==> config.mk <==
export PLATFORM = sky130hd
export DESIGN_NAME = flash_write_word_aligner_core_flat
export DESIGN_NICKNAME = d
export VERILOG_FILES = /design/src/rtl/fwa_pkg.sv /design/src/rtl/fwa_in_if.sv /design/src/rtl/fwa_pack.sv /design/src/rtl/fwa_out.sv /design/src/rtl/flash_write_word_aligner_core.sv /design/src/flat_wrapper.sv
export SDC_FILE = /design/constraint.sdc
export NUM_CORES = 1
export LEC_CHECK = 0
export BUFFER_PORTS_ARGS = -buffer_cell sky130_fd_sc_hd__buf_2
export CAP_MARGIN = 15
export CELL_PAD_IN_SITES_DETAIL_PLACEMENT = 1
export CELL_PAD_IN_SITES_GLOBAL_PLACEMENT = 2
export CORE_ASPECT_RATIO = 0.7
export CORE_MARGIN = 1
export CORE_UTILIZATION = 33
export DETAILED_ROUTE_END_ITERATION = 7
export PLACE_DENSITY_LB_ADDON = 0.15
export SLEW_MARGIN = 0
export SYNTH_ARGS = -nofsm -noshare
export SYNTH_HDL_FRONTEND = slang
export SYNTH_SLANG_ARGS = --single-unit
==> constraint.sdc <==
create_clock -name i_clk -period 5.4 [get_ports i_clk]
set_input_delay 1.62 -clock i_clk [delete_from_list [all_inputs] [get_ports i_clk]]
set_output_delay 1.62 -clock i_clk [all_outputs]
set_load 0.03 [all_outputs]
==> src/rtl/fwa_pkg.sv <==
package fwa_pkg;

    // Field widths
    localparam int ADDR_W       = 24;
    localparam int WORD_W       = 32;
    localparam int BYTE_W       = 8;
    localparam int OP_W         = 2;
    localparam int CNT_W        = 2;
    localparam int SEC_OUT_W    = 12;
    localparam int WORD_BYTES   = 4;
    localparam int PEND_BYTES   = WORD_BYTES - 1;
    localparam int PEND_W       = PEND_BYTES * BYTE_W;

    // Flash geometry
    localparam int SECTOR_BYTES = 4096;
    localparam int SECTOR_SHIFT = $clog2(SECTOR_BYTES);
    localparam int SEC_W        = ADDR_W - SECTOR_SHIFT;

    localparam logic [BYTE_W-1:0] PAD_BYTE = 8'hFF;

    // Input operation codes
    localparam logic [OP_W-1:0] OP_START = 2'd0;
    localparam logic [OP_W-1:0] OP_DATA  = 2'd1;
    localparam logic [OP_W-1:0] OP_FLUSH = 2'd2;

    // Output command codes
    localparam logic CMD_ERASE = 1'b0;
    localparam logic CMD_PROG  = 1'b1;

    // Results caused by one input request: optional erase, optional program
    typedef struct packed {
        logic                 erase;
        logic                 prog;
        logic [SEC_OUT_W-1:0] sector;
        logic [ADDR_W-1:0]    addr;
        logic [WORD_W-1:0]    word;
    } t_req;

endpackage

==> src/rtl/fwa_in_if.sv <==
interface fwa_in_if;
    logic                      valid;
    logic                      ready;
    logic [fwa_pkg::OP_W-1:0]  op;
    logic [fwa_pkg::BYTE_W-1:0] data_byte;

    modport source (output valid, output op, output data_byte, input ready);
    modport sink   (input valid, input op, input data_byte, output ready);
endinterface

interface fwa_out_if;
    logic                         valid;
    logic                         ready;
    logic                         command;
    logic [fwa_pkg::SEC_OUT_W-1:0] sector_index;
    logic [fwa_pkg::ADDR_W-1:0]   write_address;
    logic [fwa_pkg::WORD_W-1:0]   write_word;
    logic                         last;

    modport source (output valid, output command, output sector_index,
                    output write_address, output write_word, output last,
                    input ready);
    modport sink   (input valid, input command, input sector_index,
                    input write_address, input write_word, input last,
                    output ready);
endinterface

==> src/rtl/fwa_pack.sv <==
module fwa_pack (
    input  logic                        i_clk,
    input  logic                        i_rst_n,
    input  logic                        i_cfg_wr_en,
    input  logic [fwa_pkg::ADDR_W-1:0]  i_cfg_wr_data,
    input  logic                        i_accept,
    input  logic [fwa_pkg::OP_W-1:0]    i_op,
    input  logic [fwa_pkg::BYTE_W-1:0]  i_data_byte,
    output fwa_pkg::t_req               o_req
);

    logic [fwa_pkg::ADDR_W-1:0] r_start_addr;
    logic [fwa_pkg::ADDR_W-1:0] r_next_addr, n_next_addr;
    logic [fwa_pkg::SEC_W-1:0]  r_erased_sec, n_erased_sec;
    logic                       r_erased_vld, n_erased_vld;
    logic [fwa_pkg::CNT_W-1:0]  r_cnt, n_cnt;
    logic [fwa_pkg::PEND_W-1:0] r_pend, n_pend;

    logic [fwa_pkg::ADDR_W-1:0] start_a;
    logic [fwa_pkg::SEC_W-1:0]  start_s;
    logic [fwa_pkg::ADDR_W-1:0] last_b;
    logic [fwa_pkg::SEC_W-1:0]  target_sec;
    logic                       need_erase;
    logic [fwa_pkg::WORD_W-1:0] pad_word;
    logic [fwa_pkg::WORD_W-1:0] emit_word;
    logic                       emit;

    // Start address (word aligned) and its sector
    assign start_a = {r_start_addr[fwa_pkg::ADDR_W-1:2], 2'b00};
    assign start_s = start_a[fwa_pkg::ADDR_W-1 -: fwa_pkg::SEC_W];

    // Sector reached by the last byte of the word at the write address
    assign last_b     = r_next_addr + fwa_pkg::ADDR_W'(fwa_pkg::WORD_BYTES - 1);
    assign target_sec = last_b[fwa_pkg::ADDR_W-1 -: fwa_pkg::SEC_W];
    assign need_erase = !r_erased_vld || (target_sec > r_erased_sec);

    // Pending bytes padded with erased-flash value above the fill count
    always_comb begin
        pad_word = {fwa_pkg::PAD_BYTE, r_pend};
        for (int i = 0; i < fwa_pkg::PEND_BYTES; i++) begin
            if (i >= int'(r_cnt)) begin
                pad_word[i*fwa_pkg::BYTE_W +: fwa_pkg::BYTE_W] = fwa_pkg::PAD_BYTE;
            end
        end
    end

    // Next state and result request
    always_comb begin
        n_next_addr  = r_next_addr;
        n_erased_sec = r_erased_sec;
        n_erased_vld = r_erased_vld;
        n_cnt        = r_cnt;
        n_pend       = r_pend;
        emit         = 1'b0;
        emit_word    = pad_word;

        case (i_op)
            fwa_pkg::OP_START: begin
                n_next_addr = start_a;
                if (start_s[fwa_pkg::SEC_W-1:0] == '0) begin
                    n_erased_vld = 1'b0;
                    n_erased_sec = '0;
                end else begin
                    n_erased_vld = 1'b1;
                    n_erased_sec = start_s[fwa_pkg::SEC_W-1:0] - 1'b1;
                end
            end
            fwa_pkg::OP_DATA: begin
                if (r_cnt == fwa_pkg::CNT_W'(fwa_pkg::PEND_BYTES)) begin
                    emit      = 1'b1;
                    emit_word = {i_data_byte, r_pend};
                end else begin
                    n_pend[r_cnt*fwa_pkg::BYTE_W +: fwa_pkg::BYTE_W] = i_data_byte;
                    n_cnt = r_cnt + 1'b1;
                end
            end
            fwa_pkg::OP_FLUSH: begin
                emit = (r_cnt != '0);
            end
            default: begin
            end
        endcase

        o_req        = '0;
        o_req.addr   = r_next_addr;
        o_req.word   = emit_word;
        o_req.sector = fwa_pkg::SEC_OUT_W'(target_sec);
        if (emit) begin
            o_req.prog  = 1'b1;
            o_req.erase = need_erase;
            n_cnt       = '0;
            n_next_addr = r_next_addr + fwa_pkg::ADDR_W'(fwa_pkg::WORD_BYTES);
            if (need_erase) begin
                n_erased_sec = target_sec;
                n_erased_vld = 1'b1;
            end
        end
    end

    // Control state
    always_ff @(posedge i_clk) begin
        if (!i_rst_n) begin
            r_start_addr <= '0;
            r_next_addr  <= '0;
            r_erased_sec <= '0;
            r_erased_vld <= 1'b0;
            r_cnt        <= '0;
        end else begin
            if (i_cfg_wr_en) begin
                r_start_addr <= i_cfg_wr_data;
            end
            if (i_accept) begin
                r_next_addr  <= n_next_addr;
                r_erased_sec <= n_erased_sec;
                r_erased_vld <= n_erased_vld;
                r_cnt        <= n_cnt;
            end
        end
    end

    // Pending byte storage, valid below the fill count only
    always_ff @(posedge i_clk) begin
        if (i_accept) begin
            r_pend <= n_pend;
        end
    end

endmodule

==> src/rtl/fwa_out.sv <==
module fwa_out (
    input  logic          i_clk,
    input  logic          i_rst_n,
    input  logic          i_load,
    input  fwa_pkg::t_req i_req,
    output logic          o_can_load,
    fwa_out_if.source     o_out
);

    logic                          r_erase, n_erase;
    logic                          r_prog, n_prog;
    logic [fwa_pkg::SEC_OUT_W-1:0] r_sector;
    logic [fwa_pkg::ADDR_W-1:0]    r_addr;
    logic [fwa_pkg::WORD_W-1:0]    r_word;
    logic                          out_fire;

    assign out_fire = o_out.valid && o_out.ready;

    // Free when empty, or when the program command goes out now
    assign o_can_load = !(r_erase || r_prog) || (o_out.ready && !r_erase);

    // Erase goes out first, then the program command
    always_comb begin
        n_erase = r_erase;
        n_prog  = r_prog;
        if (out_fire) begin
            if (r_erase) begin
                n_erase = 1'b0;
            end else begin
                n_prog = 1'b0;
            end
        end
        if (i_load) begin
            n_erase = i_req.erase;
            n_prog  = i_req.prog;
        end
    end

    always_ff @(posedge i_clk) begin
        if (!i_rst_n) begin
            r_erase <= 1'b0;
            r_prog  <= 1'b0;
        end else begin
            r_erase <= n_erase;
            r_prog  <= n_prog;
        end
    end

    // Result payload
    always_ff @(posedge i_clk) begin
        if (i_load) begin
            r_sector <= i_req.sector;
            r_addr   <= i_req.addr;
            r_word   <= i_req.word;
        end
    end

    // Output mux
    assign o_out.valid         = r_erase || r_prog;
    assign o_out.command       = r_erase ? fwa_pkg::CMD_ERASE : fwa_pkg::CMD_PROG;
    assign o_out.sector_index  = r_erase ? r_sector : '0;
    assign o_out.write_address = r_erase ? '0 : r_addr;
    assign o_out.write_word    = r_erase ? '0 : r_word;
    assign o_out.last          = !r_erase;

endmodule

==> src/rtl/flash_write_word_aligner_core.sv <==
// Timing: a request's first result is valid in the cycle after it is accepted.
// Throughput: one request per cycle while the output is ready; a request that
// causes an erase and a program command holds the input until the erase is taken,
// as the single result register hands out one command per cycle.
// Reset: synchronous, active low; clears address, erase tracking, fill count,
// start address and output valid. Pending byte storage is not reset.
module flash_write_word_aligner_core (
    input  logic                       i_clk,
    input  logic                       i_rst_n,
    input  logic                       i_cfg_wr_en,
    input  logic [fwa_pkg::ADDR_W-1:0] i_cfg_wr_data,
    fwa_in_if.sink                     i_in,
    fwa_out_if.source                  o_out
);

    logic          can_load;
    logic          accept;
    fwa_pkg::t_req req;

    assign i_in.ready = can_load;
    assign accept     = i_in.valid && can_load;

    // Byte packing and erase tracking
    fwa_pack u_pack (
        .i_clk         (i_clk),
        .i_rst_n       (i_rst_n),
        .i_cfg_wr_en   (i_cfg_wr_en),
        .i_cfg_wr_data (i_cfg_wr_data),
        .i_accept      (accept),
        .i_op          (i_in.op),
        .i_data_byte   (i_in.data_byte),
        .o_req         (req)
    );

    // Result register and command sequencing
    fwa_out u_out (
        .i_clk      (i_clk),
        .i_rst_n    (i_rst_n),
        .i_load     (accept),
        .i_req      (req),
        .o_can_load (can_load),
        .o_out      (o_out)
    );

endmodule

==> src/flat_wrapper.sv <==
// flat-port wrapper written by rule: the top's interface ports become plain ports
module flash_write_word_aligner_core_flat 
  (i_clk, i_rst_n, i_cfg_wr_en, i_cfg_wr_data, i_in_valid, i_in_op, i_in_data_byte, i_in_ready, o_out_valid, o_out_command, o_out_sector_index, o_out_write_address, o_out_write_word, o_out_last, o_out_ready);
  fwa_in_if i_in_i ();
  fwa_out_if o_out_i ();
  input  logic i_clk;
  input  logic i_rst_n;
  input  logic i_cfg_wr_en;
  input  logic [fwa_pkg::ADDR_W-1:0] i_cfg_wr_data;
  input wire logic [$bits(i_in_i.valid)-1:0] i_in_valid;
  input wire logic [$bits(i_in_i.op)-1:0] i_in_op;
  input wire logic [$bits(i_in_i.data_byte)-1:0] i_in_data_byte;
  output wire logic [$bits(i_in_i.ready)-1:0] i_in_ready;
  output wire logic [$bits(o_out_i.valid)-1:0] o_out_valid;
  output wire logic [$bits(o_out_i.command)-1:0] o_out_command;
  output wire logic [$bits(o_out_i.sector_index)-1:0] o_out_sector_index;
  output wire logic [$bits(o_out_i.write_address)-1:0] o_out_write_address;
  output wire logic [$bits(o_out_i.write_word)-1:0] o_out_write_word;
  output wire logic [$bits(o_out_i.last)-1:0] o_out_last;
  input wire logic [$bits(o_out_i.ready)-1:0] o_out_ready;
  assign i_in_i.valid = i_in_valid;
  assign i_in_i.op = i_in_op;
  assign i_in_i.data_byte = i_in_data_byte;
  assign i_in_ready = i_in_i.ready;
  assign o_out_valid = o_out_i.valid;
  assign o_out_command = o_out_i.command;
  assign o_out_sector_index = o_out_i.sector_index;
  assign o_out_write_address = o_out_i.write_address;
  assign o_out_write_word = o_out_i.write_word;
  assign o_out_last = o_out_i.last;
  assign o_out_i.ready = o_out_ready;
  flash_write_word_aligner_core u_core (.i_clk(i_clk), .i_rst_n(i_rst_n), .i_cfg_wr_en(i_cfg_wr_en), .i_cfg_wr_data(i_cfg_wr_data), .i_in(i_in_i), .o_out(o_out_i));
endmodule
==> reports/results.ini <==
[run_status]
outcome = completed

[die]
die_w_um = 181
ios = 111
fp-row-count = 45
die_h_um = 127
start_util_pct = 33.9
die_area_um2 = 23000
coreArea_um2 = 21800

[logic_synthesis]
synth_cells = 691
syn_area_um2 = 7380
ys.flop_type = edfxtp_1
synth_compound_area_share_pct = 10.7
synth_top_family_by_area = simple AND/OR/NAND/NOR gates
synth_fa_ha_area_share_pct = 3.90
ys_ff_latch = 151
synth_edf_count = 90
postSynthAreaPerCell_um2 = 10.7
ys_warn_count = 0
ys_seq_area_share_pct = 53.2
synth_simple_gate_area_share_pct = 24.0
ys_async_sr_fraction_pct = 0
synth_xor_area_share_pct = 0.831
muxShareOfSynthArea_pct = 3.25
yosysUniqueCellTypes = 62

[clocking]
ctsHtreeMaxLevel = 4
clock_sinks = 151
root_buffer = clkbuf_16
tritoncts.num_buffers = 17
clock_path_buffers = 2
post_cts_resized = 0
clk_latency_ns = 0.43
postCtsSetupBuffers = 0
clkTransAtPathRegs_ns = 0.06
cts_tree = built
postCtsHoldBufs = 0

[global_route]
gr-total-overflow = 0
grt_pass1_wl_um = 31100
grt_use_total_pct = 17.7
grt_start_max_net_pins = 45
antenna_found_initial = 0
grt_pass1_vias = 5362

[route]
dr.pass1.iters = 4
wl_um = 19900
via_per_inst = 5.04
drtIter0Drc = 289
postRouteAntennaNets = 0
num_vias = 5418
routedWlPerCell_um = 18.6
drt_drc_violations_left = 0

[timing]
rsz0062_at_grt = false
max-slew-margin-rel_pct = 29.6
fin_crit_sh_pct = 74.2
skew_ns = 0.0118
tightest_slew_ns = 1.04
fmaxAchievable_mhz = 249
setup_viol = 0
tns_ns = 0
fin_crit_ns = 4.01
setup_slack_ns = 1.39
drv_slew = 0
hold_viol = 0

[placed_design]
dp_hpwl_um = 14500
place_congestion = 0.849
place_ws_ns = 0.902
io_buffer_count = 106

[pwr]
vdd_drop_max_uv = 176
power.density_nw_per_um2 = 319
p_leak_uw = 0.00325

[run]
cap_violations = 0

[setup_path]
cp_data_required_time_ns = 5.72
worstPathMaxFanout = 16
startpoint_type = input pin
worstPathArrival_ns = 4.33
crit_type = in2reg
crit_path_end_kind = register

[layout]
n_fill_cell = 2426
diodes = 0
area_growth_pct = 18.5
layout-drive-gt1-share_pct = 23.4
nNetsFinal = 841
multi_input_area_um2 = 3160
register_area_um2 = 3930

[hold_path]
holdCritPathClass = reg2reg

through the flow:
stage,power (uW),utilization (%),area [um^2],hold slack (ns),std cells
after floorplan,1490,-,7380,0.406,692
after global placement,1570,37.4,8140,0.449,1042
after detailed placement,1580,37.4,8140,0.469,1042
after CTS,2820,40.2,8750,0.481,1074
after global routing,2900,40.2,8750,0.506,1074
final,2790,40.2,8750,0.480,1074
area by class of cell:
type / instances / share of cell area [%]
Sequential cell: 151 / 44.9
Inverter: 27 / 1.16
Clock buffer: 17 / 4.86
Timing Repair Buffer: 116 / 6.92
Multi-Input combinational cell: 466 / 36.1
Clock inverter: 15 / 2.07
Tap cell: 282 / 4.03
cells in the final DEF (no fill, tap or decap), drive strengths merged, types with 8 or more instances in the layout:
master | Yosys | layout
mux2i | 24 | 24
inv | 27 | 36
nor2 | 31 | 31
nor3b | 8 | 8
clkbuf | 35 | 17
a21oi | 34 | 34
nand3 | 15 | 15
or2 | 20 | 20
nand2b | 21 | 21
dfxtp | 61 | 61
edfxtp | 90 | 90
and2 | 47 | 47
ha | 23 | 23
nand4 | 8 | 8
o21ai | 23 | 23
o221ai | 10 | 10
nor3 | 8 | 8
buf | 13 | 116
nand2 | 24 | 24
nor2b | 86 | 86
synthesized netlist by cell type, types with 7 or more instances:
library cell / n / area [um^2]
a21oi_1: 34 / 170
nand2b_1: 21 / 131
and2_1: 47 / 294
nand3_1: 15 / 75.1
o21a_1: 7 / 52.6
inv_1: 26 / 97.6
o221ai_1: 10 / 87.6
nand4_1: 8 / 50.1
nor2_1: 28 / 105
nor2b_1: 86 / 538
ha_1: 23 / 288
nand2_1: 24 / 90.1
nor3b_1: 8 / 60.1
o21ai_0: 19 / 95.1
clkbuf_1: 35 / 131
mux2i_1: 24 / 240
or3_1: 7 / 43.8
edfxtp_1: 90 / 2700
or2_2: 18 / 113
dfxtp_1: 61 / 1220
buf_2: 8 / 40.0
registers in the layout, summed over array words and instances (netlist names):
signal	count
u_core.u_out.r_addr	22
u_core.u_out.r_erase	1
u_core.u_out.r_prog	1
u_core.u_out.r_sector	12
u_core.u_out.r_word	32
u_core.u_pack.r_cnt	2
u_core.u_pack.r_erased_sec	12
u_core.u_pack.r_erased_vld	1
u_core.u_pack.r_next_addr	22
u_core.u_pack.r_pend	24
u_core.u_pack.r_start_addr	22
power breakdown:
part	internal (uW)	total, uW	switching, uW
sequential	1260	1300	39.0
combinational	99.6	257	157
clock	701	1230	531
total	2060	2790	727
critical path, stage by stage:
cell and delay, ns:
buf_2 0.11, inv_1 0.06, ha_1 0.20, and2_1 0.31, o21a_1 0.49, o21ai_1 0.85
buf_4 0.35, nor2_1 0.07, o221a_2 0.24
metal layers:
metal / vias up / global-route usage, % / wire length [um]
met3: 20 / 3.68 / 881
li1: 2607 / - / -
met5: - / 0 / 0
met1: 2664 / 25.7 / 10300
met2: 127 / 26.1 / 8420
met4: 0 / 5.88 / 308
path summary, 6_finish.rpt:
kind                                                            startpoint                                          to  slack [ns]  depth (start not counted)
worst min register to register  u_core.u_pack.r_next_addr[11]$_SDFFE_PN0P_           u_core.u_out.r_addr[11]$_DFFE_PP_        0.48                          0
worst min-delay path            u_core.u_pack.r_next_addr[11]$_SDFFE_PN0P_           u_core.u_out.r_addr[11]$_DFFE_PP_        0.48                          0
worst max register to register           u_core.u_out.r_erase$_SDFFE_PN0P_  u_core.u_pack.r_next_addr[15]$_SDFFE_PN0P_        2.18                          9
worst max-delay path                                            i_in_op[1]  u_core.u_pack.r_next_addr[16]$_SDFFE_PN0P_        1.39                          9
logic make-up (layout without fill, tap and decap cells):
kind of cell | Yosys count | in the layout
buffers and inverters | 75 | 175
XOR/XNOR | 7 | 7
flip-flops | 151 | 151
other | 1 | 2
adder cells (fa/ha/maj) | 23 | 23
AO/OA/AOI/OAI | 116 | 116
multiplexers | 24 | 24
AND/OR/NAND/NOR | 294 | 294
Note: power is estimated with default switching activity, not from simulation.
